### src/hw/rtl/cdq_pkg.sv
`timescale 1ns / 1ps

package cdq_pkg;

   localparam int DEPTH = 16;
   localparam int POS_W = $clog2(DEPTH);
   localparam int CAP_W = $clog2(DEPTH + 1);
   localparam int DATA_W = 32;

   localparam logic [CAP_W-1:0] CAP_RESET = CAP_W'(DEPTH);

   localparam logic [1:0] REQ_PUSH_HEAD = 2'd0;
   localparam logic [1:0] REQ_PUSH_TAIL = 2'd1;
   localparam logic [1:0] REQ_POP_HEAD  = 2'd2;
   localparam logic [1:0] REQ_POP_TAIL  = 2'd3;

   typedef struct packed {
      logic capture;
      logic exec;
      logic load;
   } cmd_type;

   function automatic logic [POS_W-1:0] step_up(input logic [POS_W-1:0] p,
                                                input logic [CAP_W-1:0] cap);
      logic [CAP_W-1:0] nxt;
      nxt = CAP_W'(p) + CAP_W'(1);
      return (nxt >= cap) ? '0 : nxt[POS_W-1:0];
   endfunction

   function automatic logic [POS_W-1:0] step_down(input logic [POS_W-1:0] p,
                                                  input logic [CAP_W-1:0] cap);
      logic [CAP_W-1:0] last;
      last = cap - CAP_W'(1);
      return (p == '0) ? last[POS_W-1:0] : p - POS_W'(1);
   endfunction

endpackage

### src/hw/rtl/cdq_ctrl.sv
`timescale 1ns / 1ps

module cdq_ctrl (
   input  logic             clock,
   input  logic             reset,
   input  logic             req_valid,
   output logic             req_stall,
   output logic             rsp_valid,
   input  logic             rsp_stall,
   output cdq_pkg::cmd_type cmd
);
   import cdq_pkg::*;

   localparam logic [1:0] ST_IDLE = 2'd0;
   localparam logic [1:0] ST_EXEC = 2'd1;
   localparam logic [1:0] ST_READ = 2'd2;

   logic [1:0] state_ff, state_in;
   logic       rsp_valid_ff, rsp_valid_in;
   logic       accept;
   logic       can_load;

   assign req_stall = (state_ff != ST_IDLE);
   assign accept    = req_valid && !req_stall;
   assign can_load  = !rsp_valid_ff || !rsp_stall;
   assign rsp_valid = rsp_valid_ff;

   always_comb begin
      state_in    = state_ff;
      cmd.capture = accept;
      cmd.exec    = 1'b0;
      cmd.load    = 1'b0;
      case (state_ff)
         ST_IDLE: begin
            if (accept) state_in = ST_EXEC;
         end
         ST_EXEC: begin
            cmd.exec = 1'b1;
            state_in = ST_READ;
         end
         ST_READ: begin
            if (can_load) begin
               cmd.load = 1'b1;
               state_in = ST_IDLE;
            end
         end
         default: state_in = ST_IDLE;
      endcase
   end

   always_comb begin
      if (cmd.load) rsp_valid_in = 1'b1;
      else rsp_valid_in = rsp_valid_ff && rsp_stall;
   end

   always_ff @(posedge clock) begin
      if (reset) begin
         state_ff     <= ST_IDLE;
         rsp_valid_ff <= 1'b0;
      end else begin
         state_ff     <= state_in;
         rsp_valid_ff <= rsp_valid_in;
      end
   end

   a_accept_exec: assert property (@(posedge clock) disable iff (reset)
      accept |=> state_ff == ST_EXEC)
      else $error("accepted transaction did not enter execute");

   a_exec_read: assert property (@(posedge clock) disable iff (reset)
      state_ff == ST_EXEC |=> state_ff == ST_READ)
      else $error("execute not followed by read");

   a_rsp_from_read: assert property (@(posedge clock) disable iff (reset)
      $rose(rsp_valid_ff) |-> $past(state_ff == ST_READ))
      else $error("response raised outside read");

   a_no_load_over_stall: assert property (@(posedge clock) disable iff (reset)
      rsp_valid_ff && rsp_stall |-> !cmd.load)
      else $error("response overwritten while stalled");

endmodule

### src/hw/rtl/cdq_dpath.sv
`timescale 1ns / 1ps

module cdq_dpath (
   input  logic                        clock,
   input  logic                        reset,
   input  cdq_pkg::cmd_type            cmd,
   input  logic [1:0]                  req_type,
   input  logic signed [31:0]          req_push_value,
   input  logic                        csr_write_enable,
   input  logic [4:0]                  csr_write_data,
   output logic                        rsp_success,
   output logic signed [31:0]          rsp_head_value,
   output logic signed [31:0]          rsp_tail_value,
   output logic                        rsp_now_empty,
   output logic                        rsp_now_full
);
   import cdq_pkg::*;

   logic [DATA_W-1:0] mem [DEPTH];

   logic [1:0]        type_ff;
   logic [DATA_W-1:0] value_ff;
   logic [POS_W-1:0]  head_ff, head_in, tail_ff, tail_in;
   logic              empty_ff, empty_in;
   logic [CAP_W-1:0]  cap_ff, cap_in;
   logic              ok_ff, ok_in;
   logic              wr_en;
   logic [POS_W-1:0]  wr_addr;
   logic              full_now;

   logic              succ_ff, oempty_ff, ofull_ff;
   logic [DATA_W-1:0] ohead_ff, otail_ff;

   assign full_now = !empty_ff && (step_up(tail_ff, cap_ff) == head_ff);

   always_comb begin
      if (csr_write_data == '0) cap_in = CAP_W'(1);
      else if (csr_write_data > CAP_RESET) cap_in = CAP_RESET;
      else cap_in = csr_write_data;
   end

   always_comb begin
      head_in  = head_ff;
      tail_in  = tail_ff;
      empty_in = empty_ff;
      ok_in    = 1'b0;
      wr_en    = 1'b0;
      wr_addr  = '0;
      case (type_ff)
         REQ_PUSH_HEAD, REQ_PUSH_TAIL: begin
            if (!full_now) begin
               ok_in = 1'b1;
               wr_en = 1'b1;
               if (empty_ff) begin
                  head_in  = '0;
                  tail_in  = '0;
                  empty_in = 1'b0;
                  wr_addr  = '0;
               end else if (type_ff == REQ_PUSH_HEAD) begin
                  head_in = step_down(head_ff, cap_ff);
                  wr_addr = head_in;
               end else begin
                  tail_in = step_up(tail_ff, cap_ff);
                  wr_addr = tail_in;
               end
            end
         end
         REQ_POP_HEAD, REQ_POP_TAIL: begin
            if (!empty_ff) begin
               ok_in = 1'b1;
               if (head_ff == tail_ff) empty_in = 1'b1;
               else if (type_ff == REQ_POP_HEAD) head_in = step_up(head_ff, cap_ff);
               else tail_in = step_down(tail_ff, cap_ff);
            end
         end
         default: ok_in = 1'b0;
      endcase
   end

   always_ff @(posedge clock) begin
      if (reset) begin
         head_ff  <= '0;
         tail_ff  <= '0;
         empty_ff <= 1'b1;
         cap_ff   <= CAP_RESET;
      end else begin
         if (cmd.exec) begin
            head_ff  <= head_in;
            tail_ff  <= tail_in;
            empty_ff <= empty_in;
         end
         if (csr_write_enable && empty_ff) cap_ff <= cap_in;
      end
   end

   always_ff @(posedge clock) begin
      if (cmd.capture) begin
         type_ff  <= req_type;
         value_ff <= req_push_value;
      end
      if (cmd.exec) ok_ff <= ok_in;
   end

   always_ff @(posedge clock) begin
      if (cmd.exec && wr_en) mem[wr_addr] <= value_ff;
   end

   always_ff @(posedge clock) begin
      if (cmd.load) begin
         succ_ff   <= ok_ff;
         ohead_ff  <= empty_ff ? '1 : mem[head_ff];
         otail_ff  <= empty_ff ? '1 : mem[tail_ff];
         oempty_ff <= empty_ff;
         ofull_ff  <= full_now;
      end
   end

   assign rsp_success    = succ_ff;
   assign rsp_head_value = ohead_ff;
   assign rsp_tail_value = otail_ff;
   assign rsp_now_empty  = oempty_ff;
   assign rsp_now_full   = ofull_ff;

endmodule

### src/hw/rtl/circular_deque_core.sv
// circular_deque_core: fixed-capacity double-ended queue of 32-bit entries.
// Request channel (req_valid / req_stall): req_type selects push at head,
// push at tail, pop head or pop tail; req_push_value is stored by pushes.
// Response channel (rsp_valid / rsp_stall): one transaction per request with
// the success flag, head and tail values after the step (all ones when
// empty) and the empty and full flags.
// csr_write_enable / csr_write_data set the capacity in use (0 reads as 1,
// above the store depth reads as the depth); ignored unless the deque is empty.
// rsp_valid rises after the execute step (store write) and then the read step
// (store read into the response register). Requests do not overlap: the next
// is taken only after the read step, set by the controller sequence and the
// single-port write / registered read of the entry store.
// A finished response waiting under rsp_stall does not block the next request;
// that request is held in its read step until the response register is free.
// Reset (synchronous, active high) empties the deque, clears both positions
// and sets the capacity to the full store depth; store contents stay unknown.
`timescale 1ns / 1ps

module circular_deque_core (
   input  logic               clock,
   input  logic               reset,
   input  logic               req_valid,
   output logic               req_stall,
   input  logic [1:0]         req_type,
   input  logic signed [31:0] req_push_value,
   output logic               rsp_valid,
   input  logic               rsp_stall,
   output logic               rsp_success,
   output logic signed [31:0] rsp_head_value,
   output logic signed [31:0] rsp_tail_value,
   output logic               rsp_now_empty,
   output logic               rsp_now_full,
   input  logic               csr_write_enable,
   input  logic [4:0]         csr_write_data
);
   import cdq_pkg::*;

   cmd_type cmd;

   cdq_ctrl u_ctrl (
      .clock     (clock),
      .reset     (reset),
      .req_valid (req_valid),
      .req_stall (req_stall),
      .rsp_valid (rsp_valid),
      .rsp_stall (rsp_stall),
      .cmd       (cmd)
   );

   cdq_dpath u_dpath (
      .clock            (clock),
      .reset            (reset),
      .cmd              (cmd),
      .req_type         (req_type),
      .req_push_value   (req_push_value),
      .csr_write_enable (csr_write_enable),
      .csr_write_data   (csr_write_data),
      .rsp_success      (rsp_success),
      .rsp_head_value   (rsp_head_value),
      .rsp_tail_value   (rsp_tail_value),
      .rsp_now_empty    (rsp_now_empty),
      .rsp_now_full     (rsp_now_full)
   );

endmodule
### config.mk
export PLATFORM = sky130hd
export DESIGN_NAME = circular_deque_core
export DESIGN_NICKNAME = d
export VERILOG_FILES = /design/src/hw/rtl/cdq_pkg.sv /design/src/hw/rtl/cdq_ctrl.sv /design/src/hw/rtl/cdq_dpath.sv /design/src/hw/rtl/circular_deque_core.sv
export SDC_FILE = /design/constraint.sdc
export NUM_CORES = 1
export LEC_CHECK = 0
export ABC_AREA = 1
export CORE_ASPECT_RATIO = 1.25
export CORE_UTILIZATION = 58
export DETAILED_ROUTE_END_ITERATION = 6
export DONT_BUFFER_PORTS = 1
export PLACE_DENSITY = 0.76
export SYNTH_ARGS = -nofsm -noshare
export SYNTH_HDL_FRONTEND = slang
export SYNTH_SLANG_ARGS = --single-unit
### constraint.sdc
create_clock -name clock -period 3.9 [get_ports clock]
set_input_delay 0.195 -clock clock [delete_from_list [all_inputs] [get_ports clock]]
set_output_delay 0.195 -clock clock [all_outputs]
set_load 0.02 [all_outputs]
==> results of run 1 <==
layout make-up:
| class | instances | area, sq um |
|---|---|---|
| Sequential cell | 631 | 18800 |
| Fill cell | 3700 | 17700 |
| Multi-Input combinational cell | 1712 | 9020 |
| Clock buffer | 70 | 1560 |
| Timing Repair Buffer | 115 | 1230 |
| Inverter | 281 | 1070 |
| Tap cell | 658 | 823 |
| Clock inverter | 39 | 355 |
where the power goes:
part	internal [uW]	leakage, uW	total [uW]	switching [uW]
Sequential	7530	0.00565	7690	162
Combinational	409	0.00440	1370	956
Clock	3250	0.000928	5800	2550
Total	11200	0.0110	14900	3670
flip-flops by register name, summed over array words and instances (netlist names):
signal                  count
u_dpath.value_ff           32
u_dpath.cap_ff              5
u_dpath.type_ff             2
u_dpath.rsp_success         1
u_dpath.tail_ff             4
u_dpath.rsp_now_empty       1
u_dpath.mem               512
u_dpath.empty_ff            1
u_dpath.rsp_tail_value     32
u_ctrl.rsp_valid            1
u_dpath.rsp_now_full        1
u_ctrl.state_ff             2
u_dpath.rsp_head_value     32
u_dpath.ok_ff               1
u_dpath.head_ff             4
layer usage:
layer	GRT usage (%)	vias to the layer above	share of wire, %
met3	4.75	357	9.9
met1	41.4	11100	35
met4	19.8	0	5.7
met2	55.6	1711	49
met5	0	-	0
li1	-	10300	-
timing repair:
action | in CTS | in global routing
setup endpoints to repair | 0 | 0
endpoints found under the hold margin | 51 | 0
hold buffers | 52 | 0
worst max path at each step:
| stage | slack (ns) | end | depth (start not counted) |
|---|---|---|---|
| detailed placement | 0.28 | u_dpath.mem[1][31]$_DFFE_PP_ | 13 |
| finish | 0.26 | u_dpath.mem[1][22]$_DFFE_PP_ | 13 |
| floorplan | -0.37 | u_dpath.mem[0][0]$_DFFE_PP_ | 19 |
| global placement | 0.38 | u_dpath.mem[1][31]$_DFFE_PP_ | 13 |
| global route | 0.04 | u_dpath.mem[1][22]$_DFFE_PP_ | 13 |
| CTS | 0.26 | u_dpath.mem[1][13]$_DFFE_PP_ | 13 |
layout by cell type (no fill, tap or decap), types with 18 or more instances in the layout:
cell type      instances
buf_12                19
o21ai_1               20
nand4_1               18
a211oi_1              26
clkbuf_16             61
inv_1                264
o221ai_1              26
buf_4                 44
edfxtp_1             614
nand2_1              147
o211ai_1              26
dlygate4sd3_1         52
a31oi_1               39
nand3_1              211
clkinv_1              20
o21ai_0              572
a21oi_1              447
nor2_4                20
nor2_1                94
logic make-up after synthesis:
group	count (synthesis)	synth area share (%)
AOI/OAI and AO/OA	1166	20.7
xor gates and xnor gates	9	0.353
adders and majority gates	15	0.631
buffers and inverters	508	7.01
DFF	631	63.1
muxes	1	0.0336
and+or+nand+nor	521	8.12
metrics by stage:
stage | worst slack [ns] | cells | hold slack, ns | area, sq um
after global routing | 0.0382 | 3506 | 0.169 | 32900
after detailed placement | 0.275 | 3345 | 0.267 | 30400
after CTS | 0.264 | 3506 | 0.153 | 32900
final | 0.258 | 3506 | 0.183 | 32900
after global placement | 0.379 | 3345 | 0.265 | 30400
after floorplan | -0.370 | 2851 | 0.294 | 29800
critical path: stages (launching register included):
cell	delay, ns
dfxtp_4	0.40
ha_1	0.26
xor2_4	0.21
ha_1	0.27
nand2_1	0.07
nand2_1	0.09
a21oi_4	0.23
nand3_2	0.13
inv_2	0.15
o21ai_1	0.10
nor2_1	0.29
nand4_1	0.39
nor2_4	0.45
buf_12	0.25
==> results.ini, run 1 <==
[run_status]
outcome = finished clean

[synthesis]
syn-cell-area_sq_um = 29800
postSynthNetCount = 2910
synth-async-reset-ratio_pct = 0
post-synth-top-count-cell = edfxtp_1
seq_area_frac_synth_pct = 63.1
synth.avg_cell_area_sq_um = 10.4
synthDistinctLibCells = 46
synth_top_area_share_pct = 62.0
ys_top_cells_by_count = edfxtp_1, o21ai_0, a21oi_1, inv_1, nand3_1
synthFlopType = edfxtp_1
syn_inst = 2851
synth_edf_count = 614
ys_ff_latch = 631
synth_area_leaders = edfxtp_1, o21ai_0, a21oi_1, nand3_1, inv_1
yosys.area.top_type = edfxtp_1
ys_warn_count = 0

[clock_tree]
clock_latency_ns = 0.64
cts_setup_buffers = 0
cts_made_buffers = 60
clk_pin_slew_ns = 0.06
cts_tree = built
cts_resized = 0
cts-root-buf = clkbuf_16
cts.sinks = 631
cts_buffer_depth = 3
htree_levels = 2

[detailed_routing]
postRouteAntennaNets = 0
drc_errors = 0
vias = 23400
vias_per_cell = 6.67
drt_iter0_drc = 3065
avgRoutedWirePerCell_microns = 25.0
first_pass_iters = 6
wirelength_mm = 87.6

[die]
std_cell_rows = 92
core-area_sq_um = 50500
die_height_microns = 255
io_pins = 113
fp.dieW_microns = 205
start_util_pct = 58.9
die_area_sq_um = 52200

[worst_setup_path]
worstPathArrival_ns = 3.97
r2r_cells = 13
cp-end-kind = flip-flop
r2r-end = u_dpath.mem[1][22]$_DFFE_PP_
r2r_start = u_dpath.tail_ff[0]$_SDFFE_PP0P_
crit_start = u_dpath.tail_ff[0]$_SDFFE_PP0P_
required_ns = 4.23
regToRegSetupSlack_ns = 0.26
crit_type = reg2reg
cp_max_fo = 20
cp-start-kind = flip-flop

[sta]
slew_viol_final = 0
hold_viol_final = 0
slew_headroom_pct = 12.4
timing.fmax_mhz = 275
setup_viol = 0
post-route-min-period_ns = 3.64
fin_skew_ns = 0.0155
tightest_slew_ns = 1.31
finalSetupTns_ns = 0
fin_crit_sh_pct = 93.4
rsz0062_at_grt = false

[power]
power_density_nw_per_um2 = 452
power.total_uw = 14900
ir_drop_mv = 0.398
power.leakage_uw = 0.0110

[place]
dp_hpwl_mm = 48.2
port_buffers = 0
place_congestion = 0.878

[global_routing]
grt_usage_pct = 33.3
antenna_found_initial = 0
grt_max_degree = 265
grt_pass1_vias = 22700
grt_pass1_wl_mm = 131
gr-total-overflow = 0

[final_layout]
syn2layout_area_growth_pct = 10.5
drive_gt1_share_pct = 7.76
finalNetCount = 2860
num_antenna_cells = 0
postLayoutCoreUtil_pct = 65.0

[job]
maxCapViolations = 0

[min_path]
hold_start = req_push_value[30]
min_delay_path_depth = 1
hold_path_end = u_dpath.value_ff[30]$_DFFE_PP_
hold_class = in2reg

(Power assumes the default switching activity.)
==> inputs of run 2 (changes only) <==
Settings changed: CORE_UTILIZATION 58 to 65, PLACE_DENSITY 0.76 to 0.81.
Clock period 3.9 ns to 4.6 ns, I/O delays scaled along.
==> results.ini, run 2 (synthesis gave the netlist of run 1 again) <==
[sta]
fin_crit_sh_pct = 87.0
tightest_slew_ns = 1.25
whs_ns = 0.219
finalSetupTns_ns = 0
fin_skew_ns = 0.0267
setup_viol = 0
slew_viol_final = 0
worst_slack_ns = 0.600
post-route-min-period_ns = 4.00
slew_headroom_pct = 16.7
hold_viol_final = 0
timing.fmax_mhz = 250
rsz0062_at_grt = false

[place]
dp_hpwl_mm = 47.7
place_congestion = 0.930
dpl_worst_slack_ns = 0.699
port_buffers = 0

[clock_tree]
cts_setup_buffers = 0
cts_tree = built
cts_resized = 0
cts.sinks = 631
cts_made_buffers = 60
clk_pin_slew_ns = 0.06
ctsHoldBuffers = 49
htree_levels = 2
cts-root-buf = clkbuf_16
cts_buffer_depth = 3
clock_latency_ns = 0.64

[worst_setup_path]
required_ns = 4.93
cp_max_fo = 37
cp-start-kind = flip-flop
worstPathArrival_ns = 4.33
crit_type = reg2reg
cp-end-kind = flip-flop

[run_status]
violations = DRC
outcome = finished, violations left

[power]
p_comb_share_pct = 9.1
power.total_uw = 12800
p_sw_uw = 3110
p_int_uw = 9710
switching_share_pct = 24.2
ir_drop_mv = 0.381
power_density_nw_per_um2 = 392
p_seq_share_pct = 50.9
clock_power_share_pct = 39.9
power.leakage_uw = 0.0109

[global_routing]
grt_pass1_wl_mm = 131
grt_usage_pct = 37.1
grt_max_degree = 216
grt_pass1_vias = 22900
gr-total-overflow = 0
antenna_found_initial = 0

[die]
die_height_microns = 241
io_pins = 113
fp.dieW_microns = 193
die_area_sq_um = 46600
start_util_pct = 65.9
std_cell_rows = 87
core-area_sq_um = 45200

[final_layout]
drive_gt1_share_pct = 7.32
num_antenna_cells = 0
syn2layout_area_growth_pct = 9.82
layout_commonest_cell = edfxtp_1
largest_reg_flops = 512
finalNetCount = 2841
regMostFlops = u_dpath.mem
postLayoutCoreUtil_pct = 72.3
layout_common_cells = edfxtp_1, o21ai_0, a21oi_1, inv_1, nand3_1
fillCellCount = 2928

[job]
maxCapViolations = 0

[detailed_routing]
first_pass_iters = 7
postRouteAntennaNets = 0
vias = 23700
wirelength_mm = 86.9
vias_per_cell = 6.96
avgRoutedWirePerCell_microns = 25.5
drt_iter0_drc = 3531
drc_errors = 6

[min_path]
hold_class = in2reg

-- run 2: critical path, stage by stage (launching register included) --
cell	delay, ns
dfxtp_2	0.36
clkinv_4	0.36
xor2_2	0.40
ha_1	0.28
nand2_1	0.10
inv_2	0.06
a21oi_4	0.24
nand3_2	0.13
inv_2	0.13
o21ai_1	0.09
nor2_1	0.28
nand4_1	0.34
nor2_4	0.66
buf_12	0.25
-- run 2: stage by stage --
stage / cell area (sq um) / cells
5_1_grt: 32700 / 3407
4_1_cts: 32700 / 3407
3_5_place_dp: 30200 / 3249
2_1_floorplan: 29800 / 2851
3_3_place_gp: 30200 / 3249
6_report: 32700 / 3407
-- run 2: area by class of cell --
class	instances	area [sq um]	area share [%]
clock buffer	73	1570	4.81
clock inverter	36	442	1.35
timing repair buffer	96	1040	3.19
sequential	631	18800	57.5
tap	578	723	2.21
inverter	281	1070	3.28
multi-input combinational	1712	9020	27.6
-- run 2: worst paths after layout --
check / start / end / cells after the start / slack, ns
worst max-delay path: u_dpath.tail_ff[3]$_SDFFE_PP0P_ / u_dpath.mem[13][15]$_DFFE_PP_ / 13 / 0.60
worst min-delay path: req_push_value[26] / u_dpath.value_ff[26]$_DFFE_PP_ / 1 / 0.22
worst max register to register: u_dpath.tail_ff[3]$_SDFFE_PP0P_ / u_dpath.mem[13][15]$_DFFE_PP_ / 13 / 0.60
worst min register to register: u_dpath.ok_ff$_DFFE_PP_ / u_dpath.rsp_success$_DFFE_PP_ / 0 / 0.46
-- run 2: routing by layer --
layer | vias up | global-route usage [%] | routed length (microns)
met2 | 2004 | 62.0 | 41900
li1 | 10200 | - | -
met3 | 395 | 6.33 | 9860
met5 | - | 0 | 0
met4 | 0 | 22.4 | 5230
met1 | 11100 | 46.0 | 29900
-- run 2: power by group through the flow --
stage	clock [uW]	combinational [uW]	sequential [uW]
finish	5120	1170	6530
global route	5340	1260	6530
CTS	5140	1130	6520
detailed placement	0	1080	6640
global placement	0	1050	6640
floorplan	0	786	6580
